===== config.mk =====
export PLATFORM = sky130hd
export DESIGN_NAME = modbus_response_frame_checker_top
export DESIGN_NICKNAME = d
export VERILOG_FILES = /design/src/rtl/mbrc_pkg.sv /design/src/rtl/mbrc_frame.sv /design/src/rtl/modbus_response_frame_checker_top.sv
export SDC_FILE = /design/constraint.sdc
export NUM_CORES = 1
export LEC_CHECK = 0
export BUFFER_PORTS_ARGS = -buffer_cell sky130_fd_sc_hd__buf_2
export CORE_ASPECT_RATIO = 1.5
export CORE_MARGIN = 8
export CORE_UTILIZATION = 54
export DETAILED_ROUTE_END_ITERATION = 10
export PLACE_DENSITY = 0.88
export REMOVE_ABC_BUFFERS = 1
export SKIP_LAST_GASP = 1
export SLEW_MARGIN = 25
export SYNTH_ARGS = -nofsm -noshare
export SYNTH_HDL_FRONTEND = slang
export SYNTH_SLANG_ARGS = --single-unit

===== constraint.sdc =====
create_clock -name clk -period 2.9 [get_ports clk]
set_input_delay 0.435 -clock clk [delete_from_list [all_inputs] [get_ports clk]]
set_output_delay 0.435 -clock clk [all_outputs]
set_load 0.01 [all_outputs]

===== src/rtl/mbrc_pkg.sv =====
// Shared types, constants and the CRC-16 byte update for the Modbus reply checker.
package mbrc_pkg;

	localparam int FRAME_BYTES    = 11;
	localparam int REGISTER_COUNT = 3;
	localparam int PAYLOAD_DEPTH  = 2 * REGISTER_COUNT;
	localparam int HEADER_BYTES   = 3;

	localparam logic [3:0]  COUNT_MAX   = 4'd15;
	localparam logic [3:0]  COUNT_FRAME = 4'(FRAME_BYTES);
	localparam logic [7:0]  COUNT_BYTE  = 8'(2 * REGISTER_COUNT);
	localparam logic [15:0] CRC_START   = 16'hFFFF;
	localparam logic [15:0] CRC_POLY    = 16'hA001;

	// word opcodes
	localparam logic OP_BYTE = 1'b0;
	localparam logic OP_EOF  = 1'b1;

	// status codes
	localparam logic [2:0] ST_OK       = 3'd0;
	localparam logic [2:0] ST_TIMEOUT  = 3'd1;
	localparam logic [2:0] ST_LENGTH   = 3'd2;
	localparam logic [2:0] ST_CRC      = 3'd3;
	localparam logic [2:0] ST_UNIT     = 3'd4;
	localparam logic [2:0] ST_FUNCTION = 3'd5;

	// register indexes (byte address bit 2)
	localparam logic REG_UNIT     = 1'b0;
	localparam logic REG_FUNCTION = 1'b1;

	localparam logic [8:0] UNIT_RESET     = 9'd1;
	localparam logic [8:0] FUNCTION_RESET = 9'd3;

	typedef struct packed {
		logic       opcode;
		logic [7:0] rx_byte;
	} in_word_t;

	typedef struct packed {
		logic [2:0]  status;
		logic [15:0] first_reading;
		logic [15:0] second_reading;
		logic [15:0] third_reading;
	} out_word_t;

	typedef struct packed {
		logic byte_en;
		logic eof_en;
	} frame_ctl_t;

	function automatic logic [15:0] crc16_byte(input logic [15:0] crc, input logic [7:0] b);
		logic [15:0] v;
		v = crc ^ {8'h00, b};
		for (int k = 0; k < 8; k++) begin
			v = v[0] ? ((v >> 1) ^ CRC_POLY) : (v >> 1);
		end
		return v;
	endfunction

endpackage


===== src/rtl/mbrc_frame.sv =====
// Frame state of the reply checker: running CRC, byte count, header flags, data bytes.
module mbrc_frame (
	input  logic                  clk,
	input  logic                  arst_n,
	input  mbrc_pkg::frame_ctl_t  ctl,
	input  logic [7:0]            rx_byte,
	input  logic [7:0]            unit_address,
	input  logic [7:0]            function_code,
	output mbrc_pkg::out_word_t   result
);
	import mbrc_pkg::*;

	logic [15:0] crc_q;
	logic [3:0]  count_q;
	logic        unit_ok_q;
	logic        func_ok_q;
	logic        count_ok_q;
	logic [7:0]  payload_q [PAYLOAD_DEPTH];

	logic [3:0]  slot;
	logic        slot_hit;
	logic [2:0]  status;

	assign slot     = count_q - 4'(HEADER_BYTES);
	assign slot_hit = (count_q >= 4'(HEADER_BYTES))
		&& (count_q < 4'(HEADER_BYTES + PAYLOAD_DEPTH));

	always_ff @(posedge clk or negedge arst_n) begin
		if (!arst_n) begin
			crc_q      <= CRC_START;
			count_q    <= '0;
			unit_ok_q  <= 1'b0;
			func_ok_q  <= 1'b0;
			count_ok_q <= 1'b0;
		end else if (ctl.eof_en) begin
			crc_q      <= CRC_START;
			count_q    <= '0;
			unit_ok_q  <= 1'b0;
			func_ok_q  <= 1'b0;
			count_ok_q <= 1'b0;
		end else if (ctl.byte_en) begin
			crc_q <= crc16_byte(crc_q, rx_byte);
			case (count_q)
				4'd0:    unit_ok_q  <= (rx_byte == unit_address);
				4'd1:    func_ok_q  <= (rx_byte == function_code);
				4'd2:    count_ok_q <= (rx_byte == COUNT_BYTE);
				default: ;
			endcase
			// saturate so long frames stay long
			if (count_q != COUNT_MAX) begin
				count_q <= count_q + 4'd1;
			end
		end
	end

	always_ff @(posedge clk) begin
		if (ctl.byte_en && slot_hit) begin
			payload_q[slot[2:0]] <= rx_byte;
		end
	end

	always_comb begin
		if (count_q == 4'd0) begin
			status = ST_TIMEOUT;
		end else if (count_q != COUNT_FRAME) begin
			status = ST_LENGTH;
		end else if (crc_q != 16'h0000) begin
			status = ST_CRC;
		end else if (!unit_ok_q) begin
			status = ST_UNIT;
		end else if (!func_ok_q) begin
			status = ST_FUNCTION;
		end else if (!count_ok_q) begin
			status = ST_LENGTH;
		end else begin
			status = ST_OK;
		end
	end

	always_comb begin
		result.status = status;
		if (status == ST_OK) begin
			result.first_reading  = {payload_q[0], payload_q[1]};
			result.second_reading = {payload_q[2], payload_q[3]};
			result.third_reading  = {payload_q[4], payload_q[5]};
		end else begin
			result.first_reading  = '0;
			result.second_reading = '0;
			result.third_reading  = '0;
		end
	end

endmodule


===== src/rtl/modbus_response_frame_checker_top.sv =====
// Top level of the Modbus RTU read-registers reply checker.
// A word is registered at acceptance; a data word is applied in the next cycle, an
// end-of-frame word once the result register is free; its result is then registered
// and flagged on out_valid. Throughput: one word per cycle, but an end-of-frame word
// waits while a result is pending; the unrolled CRC byte update sets the cycle path.
// Reset clears the frame state, the CRC to all ones and both registers to 1 and 3.
module modbus_response_frame_checker_top (
	input  logic                 clk,
	input  logic                 arst_n,
	input  logic                 in_valid,
	output logic                 in_ready,
	input  mbrc_pkg::in_word_t   in_word,
	output logic                 out_valid,
	input  logic                 out_ready,
	output mbrc_pkg::out_word_t  out_word,
	input  logic                 psel,
	input  logic                 penable,
	input  logic                 pwrite,
	input  logic [2:0]           paddr,
	input  logic [31:0]          pwdata,
	output logic [31:0]          prdata,
	output logic                 pready
);
	import mbrc_pkg::*;

	logic        in_valid_s1;
	in_word_t    in_word_s1;
	logic        out_valid_q;
	out_word_t   out_word_q;
	logic [7:0]  unit_q;
	logic [7:0]  func_q;
	logic        out_free;
	logic        advance_s1;
	logic        eof_s1;
	logic        cfg_wr;
	frame_ctl_t  ctl;
	out_word_t   result;

	assign out_free   = !out_valid_q || out_ready;
	assign eof_s1     = (in_word_s1.opcode == OP_EOF);
	// data words never wait; end of frame waits for the result register
	assign advance_s1 = in_valid_s1 && (!eof_s1 || out_free);
	assign in_ready   = !in_valid_s1 || advance_s1;

	assign ctl.byte_en = advance_s1 && !eof_s1;
	assign ctl.eof_en  = advance_s1 && eof_s1;

	always_ff @(posedge clk or negedge arst_n) begin
		if (!arst_n) begin
			in_valid_s1 <= 1'b0;
		end else if (in_ready) begin
			in_valid_s1 <= in_valid;
		end
	end

	always_ff @(posedge clk) begin
		if (in_ready && in_valid) begin
			in_word_s1 <= in_word;
		end
	end

	mbrc_frame u_frame (
		.clk           (clk),
		.arst_n        (arst_n),
		.ctl           (ctl),
		.rx_byte       (in_word_s1.rx_byte),
		.unit_address  (unit_q),
		.function_code (func_q),
		.result        (result)
	);

	always_ff @(posedge clk or negedge arst_n) begin
		if (!arst_n) begin
			out_valid_q <= 1'b0;
		end else if (ctl.eof_en) begin
			out_valid_q <= 1'b1;
		end else if (out_ready) begin
			out_valid_q <= 1'b0;
		end
	end

	always_ff @(posedge clk) begin
		if (ctl.eof_en) begin
			out_word_q <= result;
		end
	end

	assign out_valid = out_valid_q;
	assign out_word  = out_word_q;

	// configuration registers
	assign pready = 1'b1;
	assign cfg_wr = psel && penable && pwrite && pready;

	always_ff @(posedge clk or negedge arst_n) begin
		if (!arst_n) begin
			unit_q <= UNIT_RESET[7:0];
			func_q <= FUNCTION_RESET[7:0];
		end else if (cfg_wr) begin
			case (paddr[2])
				REG_UNIT:     unit_q <= pwdata[7:0];
				REG_FUNCTION: func_q <= pwdata[7:0];
				default:      ;
			endcase
		end
	end

	always_comb begin
		case (paddr[2])
			REG_UNIT:     prdata = {24'h000000, unit_q};
			REG_FUNCTION: prdata = {24'h000000, func_q};
			default:      prdata = '0;
		endcase
	end

	a_result_from_eof: assert property (@(posedge clk) disable iff (!arst_n)
		$rose(out_valid) |-> $past(in_valid_s1 && eof_s1))
		else $error("result appeared without an end-of-frame word");

	a_byte_never_stalls: assert property (@(posedge clk) disable iff (!arst_n)
		(in_valid_s1 && !eof_s1) |-> in_ready)
		else $error("data word blocked the input");

	a_eof_waits_for_slot: assert property (@(posedge clk) disable iff (!arst_n)
		(in_valid_s1 && eof_s1 && out_valid && !out_ready) |=> (in_valid_s1 && eof_s1))
		else $error("end-of-frame word dropped while result pending");

	a_ok_has_full_frame: assert property (@(posedge clk) disable iff (!arst_n)
		(ctl.eof_en && result.status == ST_OK) |=> (out_word.status == ST_OK))
		else $error("ok status lost in result register");

endmodule


# After elaboration in Yosys (flattened, before gate mapping)
# Memory sizes are Yosys's and may differ from the RTL's. A register that Yosys moved wholly into a read port is not among the register bits.
# Cells that the tools add are included.
# op_classes
addsub,2
order_cmp,2
eq_ne,7
mux,33
bitwise_logic,10
n_reduce_logical,35
# op_table
cell,count
$mux 16,10
$pmux 32 s2,1
$not 2->3,8
$eq 8x8->1,2
$reduce_bool 16->1,1
$xor 16x8->16,1
$mux 3,5
$mux 1,13
$mux 4,3
$reduce_and 2->1,6
$reduce_bool 2->1,6
$logic_not 1->1,9
$eq 8x3->1 const B,1
$logic_and 1x1->1,8
$ne 4x4->1 const B,2
$add 4x1->4 const B,1
$eq 4x1->1 const B,1
$eq 4x2->1 const B,1
$ge 4x2->1 const B,1
$logic_not 4->1,1
$lt 4x4->1 const B,1
$logic_not 3->1,1
$logic_or 1x1->1,3
$sub 3x2->3 const B,1
2 further kinds,2
# word_totals
regBits,53
ramBits,48
inputBits,51
out_inout_bits,86
wordCells,102
mem_count,1
# memory_table
name,depth,word_bits,read_ports,rd_clocked_by_memory_dff,write_ports,line_no,source
u_frame.payload_q,6,8,6,6,1,mbrc_frame.sv:18,logic [7:0] payload_q [PAYLOAD_DEPTH];

# Longest topological paths before layout
# depth
ltp_word,19
mapped_depth,8
ltp_nobuf,6

# Cells and area by module
# A second synthesis with hierarchy kept.
# unflattened
hier_cells,424
area_unflattened_um2,6242.2
# by_module_without_submodules
mod,instances,cells_per_inst,area_per_inst_um2
mbrc_frame,1,283,3415.8
modbus_response_frame_checker_top,1,141,2826.5

# Worst setup path after synthesis
# OpenSTA, ideal clock, no wires.
# synth_timing
kind,reg2reg
startpoint,register in_word_s1 (netlist bit eof_s1)
endpoint,"register, netlist name out_word[0]"
setup_ps,415
t_arrival_ps,1911
required_ps,2485
path_slack_ps,574
stages_incl_launch_ff,3
cell_sequence,edfxtp_1 clkbuf_1 and3_1
# synth_lines
item,line_no,source
start: declaration,modbus_response_frame_checker_top.sv:27,in_word_t in_word_s1;
start signal: assignment,modbus_response_frame_checker_top.sv:58,in_word_s1 <= in_word;

# Worst setup path in the final report
# layout_timing
startpoint,register u_frame.count_q[0]
endpoint,"memory u_frame.payload_q[2][0], enable pin"
# layout_via
elab_chain_cells,5
word_cells_on_any_way,7
# layout_lines
item,line_no,source
start: declaration,mbrc_frame.sv:14,logic [3:0] count_q;
start signal: assignment,mbrc_frame.sv:51,count_q <= count_q + 4'd1;
$ge 4x2->1 or $lt 4x4->1 (tied branches),"mbrc_frame.sv:25, mbrc_frame.sv:26",
$logic_and 1x1->1,mbrc_frame.sv:26,&& (count_q < 4'(HEADER_BYTES + PAYLOAD_DEPTH));
$logic_and 1x1->1,mbrc_frame.sv:57,if (ctl.byte_en && slot_hit) begin
$mux 1,mbrc_frame.sv:57,
$mux 1 (implied by the code),mbrc_frame.sv:58,payload_q[slot[2:0]] <= rx_byte;
end: declaration,mbrc_frame.sv:18,
# Parallel ways exist; a longest one is shown, timed or not.

==> qor.yml <==
status:
  status: "finished, final reports clean"
place:
  port-buffer-count: 85
  place_ws_ns: 0.594
  gp_congestion: 0.961
  hpwl_um: 8020
clock_network:
  cts_resized: 0
  root_buffer: "clkbuf_16"
  cts_hold_buf: 0
  clk_pin_slew_ns: 0.06
  cts_setup_buffers: 0
  cts.sinks: 149
  cts_max_level: 4
  numCtsBuffers: 17
  clk_path_buf_depth: 2
  clkLatencyLatePin_ns: 0.42
  cts_tree: "built"
die:
  rows: 48
  dieArea_sq_mm: 0.0152
  die_w_um: 103
  die_y_um: 147
  core_sq_mm: 0.0114
  start_util_pct: 54.4
  ios: 137
worst_setup_path:
  arrival_ns: 2.48
  cp_cell_sequence: "ha_1 -> nor2_1 -> nor2_1 -> a21oi_1 -> or3_1 -> nor2_1"
  critical_path_class: "flop to flop"
  critPathMostFrequentCell: "nor2_1"
  start_kind: "flop"
  crit_required_ns: 2.95
  critical-path-max-stage-delay_ns: 0.58
  critPathCaptureType: "flop"
  crit_slowest_cell: "nor2_1"
  path_max_fanout: 8
final_layout:
  syn2layout_area_growth_pct: 17.9
  nNetsFinal: 568
  antenna_cells: 0
  layout-drive-gt1-share_pct: 33.9
  final_cell_mix: "108 x edfxtp_1, 85 x buf_2, 51 x and2_1"
  final_common_cell: "edfxtp_1"
route:
  wirelength_um: 11600
  route.detailed.drc: 0
  antenna_left: 0
  drtIter0Drc: 299
  via_per_inst: 5.20
  dr.pass1.iters: 6
  dr_total_vias: 3510
  wl_per_cell_um: 17.1
sta:
  clock_skew_ns: 0.0101
  timing_hold_violations_final: 0
  finalSetupTns_ns: 0
  holdWs_ns: 0.138
  rsz0062_at_grt: "false"
  finalSetupViolCount: 0
  slew_violations: 0
  layout_setup_ws_ns: 0.469
  post-route-min-period_ns: 2.43
  relSlewSlack_pct: 39.9
  final.period_utilization_pct: 83.8
  fmax_mhz: 411
  worstMarginPinSlew_ns: 0.901
pwr:
  peakVddDrop_v: 0.000476
  p_leak_uw: 0.00289
  p_per_area_mw_per_mm2: 781
  finalPower_uw: 5690
synth:
  synth_area_sq_mm: 0.00617
  synth_ff_type: "edfxtp_1"
  synth_enable_flop_cells: 108
  async_reset_ff_share_pct: 27.5
  yosys_register_bits: 149
  synth_cell_types: 43
  yosysWarningCount: 0
  syn_inst: 411
  yosysSeqAreaShare_pct: 69.5
  syn_area_per_cell_sq_um: 15.0
global_routing:
  antenna_found_initial: 0
  grtUsageTotal_pct: 16.0
  grt_pass1_vias: 3461
  grt_max_degree: 53
  grt_remaining_overflow: 0
  grt_pass1_wl_um: 17800
min_path:
  worstHoldPathType: "input pin to async pin"
job:
  max_cap_violations: 0
==> cells by family after synthesis <==
| family | Yosys count | share of synthesized area, % |
|---|---|---|
| compound gates | 36 | 3.59 |
| xor+xnor | 40 | 6.53 |
| fa+ha+maj | 5 | 1.01 |
| buf+inv | 39 | 4.07 |
| flops | 149 | 69.5 |
| mux | 25 | 4.56 |
| other cells | 2 | 0.122 |
| simple gates | 115 | 10.6 |
==> where the power goes <==
group / internal, uW / leakage (uW) / switching, uW
logic: 441 / 0.00112 / 467
registers: 2540 / 0.00150 / 167
clock network: 1260 / 0.000273 / 818
==> stage by stage <==
step                      std cells  utilization [%]  area (sq um)
after floorplan                 397                -          6020
after global placement          643             59.1          6710
after detailed placement        643             59.1          6710
after CTS                       675             64.1          7280
after global routing            675             64.1          7280
final                           675             64.1          7280
==> critical path: cells and delay by family, from the launching register on <==
kind / cells / cell delay [ns]
AND/OR/NAND/NOR: 4 / 1.13
flip-flops: 1 / 0.50
AO/OA/AOI/OAI: 1 / 0.08
adder cells (fa/ha/maj): 1 / 0.34
==> Yosys cell counts, types with 2 or more instances <==
cell      count  share of area, %
a21oi_1      15               1.2
a22o_1        2              0.28
and2_1       51               5.2
buf_4        25               3.0
clkbuf_1      8              0.49
clkbuf_2      2              0.16
conb_1        2              0.12
dfrtp_1      22               8.9
dfstp_2      19               8.1
edfxtp_1    108                53
ha_1          5               1.0
inv_1         2              0.12
mux2_2       25               4.6
nand2_1      12              0.73
nand2b_1      2              0.20
nand3_1       5              0.41
nand4_1       4              0.41
nor2_1       15              0.91
nor2b_1       4              0.41
nor3_1        4              0.32
nor3b_1       2              0.24
nor4_1        9              0.91
o21ai_0       9              0.73
o22a_1        6              0.85
xnor2_1      17               2.4
xnor2_2       2              0.53
xor2_1       18               2.6
==> final cells by class <==
class	count	area (sq um)
multi-input combinational	246	1720
clock inverter	14	134
inverter	2	7.51
sequential	149	4290
fill	762	4070
timing repair buffer	96	508
tap	150	188
clock buffer	18	429
==> state kept, by name (all words and copies together) (netlist names), 4 cells and up <==
signal,flops
u_frame.count_q,4
func_q,8
u_frame.crc_q,16
unit_q,8
u_frame.payload_q,48
out_word,51
in_word_s1,8
==> path summary, 6_finish.rpt <==
kind / startpoint / to / slack [ns] / cells after the start
max reg2reg: u_frame.count_q[0]$_DFFE_PN0P_ / u_frame.payload_q[2][0]$_DFFE_PP_ / 0.47 / 6
min reg2reg: u_frame.payload_q[1][5]$_DFFE_PP_ / out_word[37]$_SDFFCE_PP0P_ / 0.51 / 1
max in group asynchronous: arst_n / u_frame.count_q[2]$_DFFE_PN0P_ / 2.19 / 1
min: arst_n / unit_q[3]$_DFFE_PN0P_ / 0.14 / 1
min in group clk: in_word[3] / in_word_s1[3]$_DFFE_PP_ / 0.19 / 1
max: u_frame.count_q[0]$_DFFE_PN0P_ / u_frame.payload_q[2][0]$_DFFE_PP_ / 0.47 / 6
==> metal layers <==
metal,GRT usage [%],routed length (um)
met1,16.3,4010
met2,28.2,6160
met3,5.26,1060
met4,7.93,325
met5,0,0
Note: power is estimated with default switching activity, not from simulation.
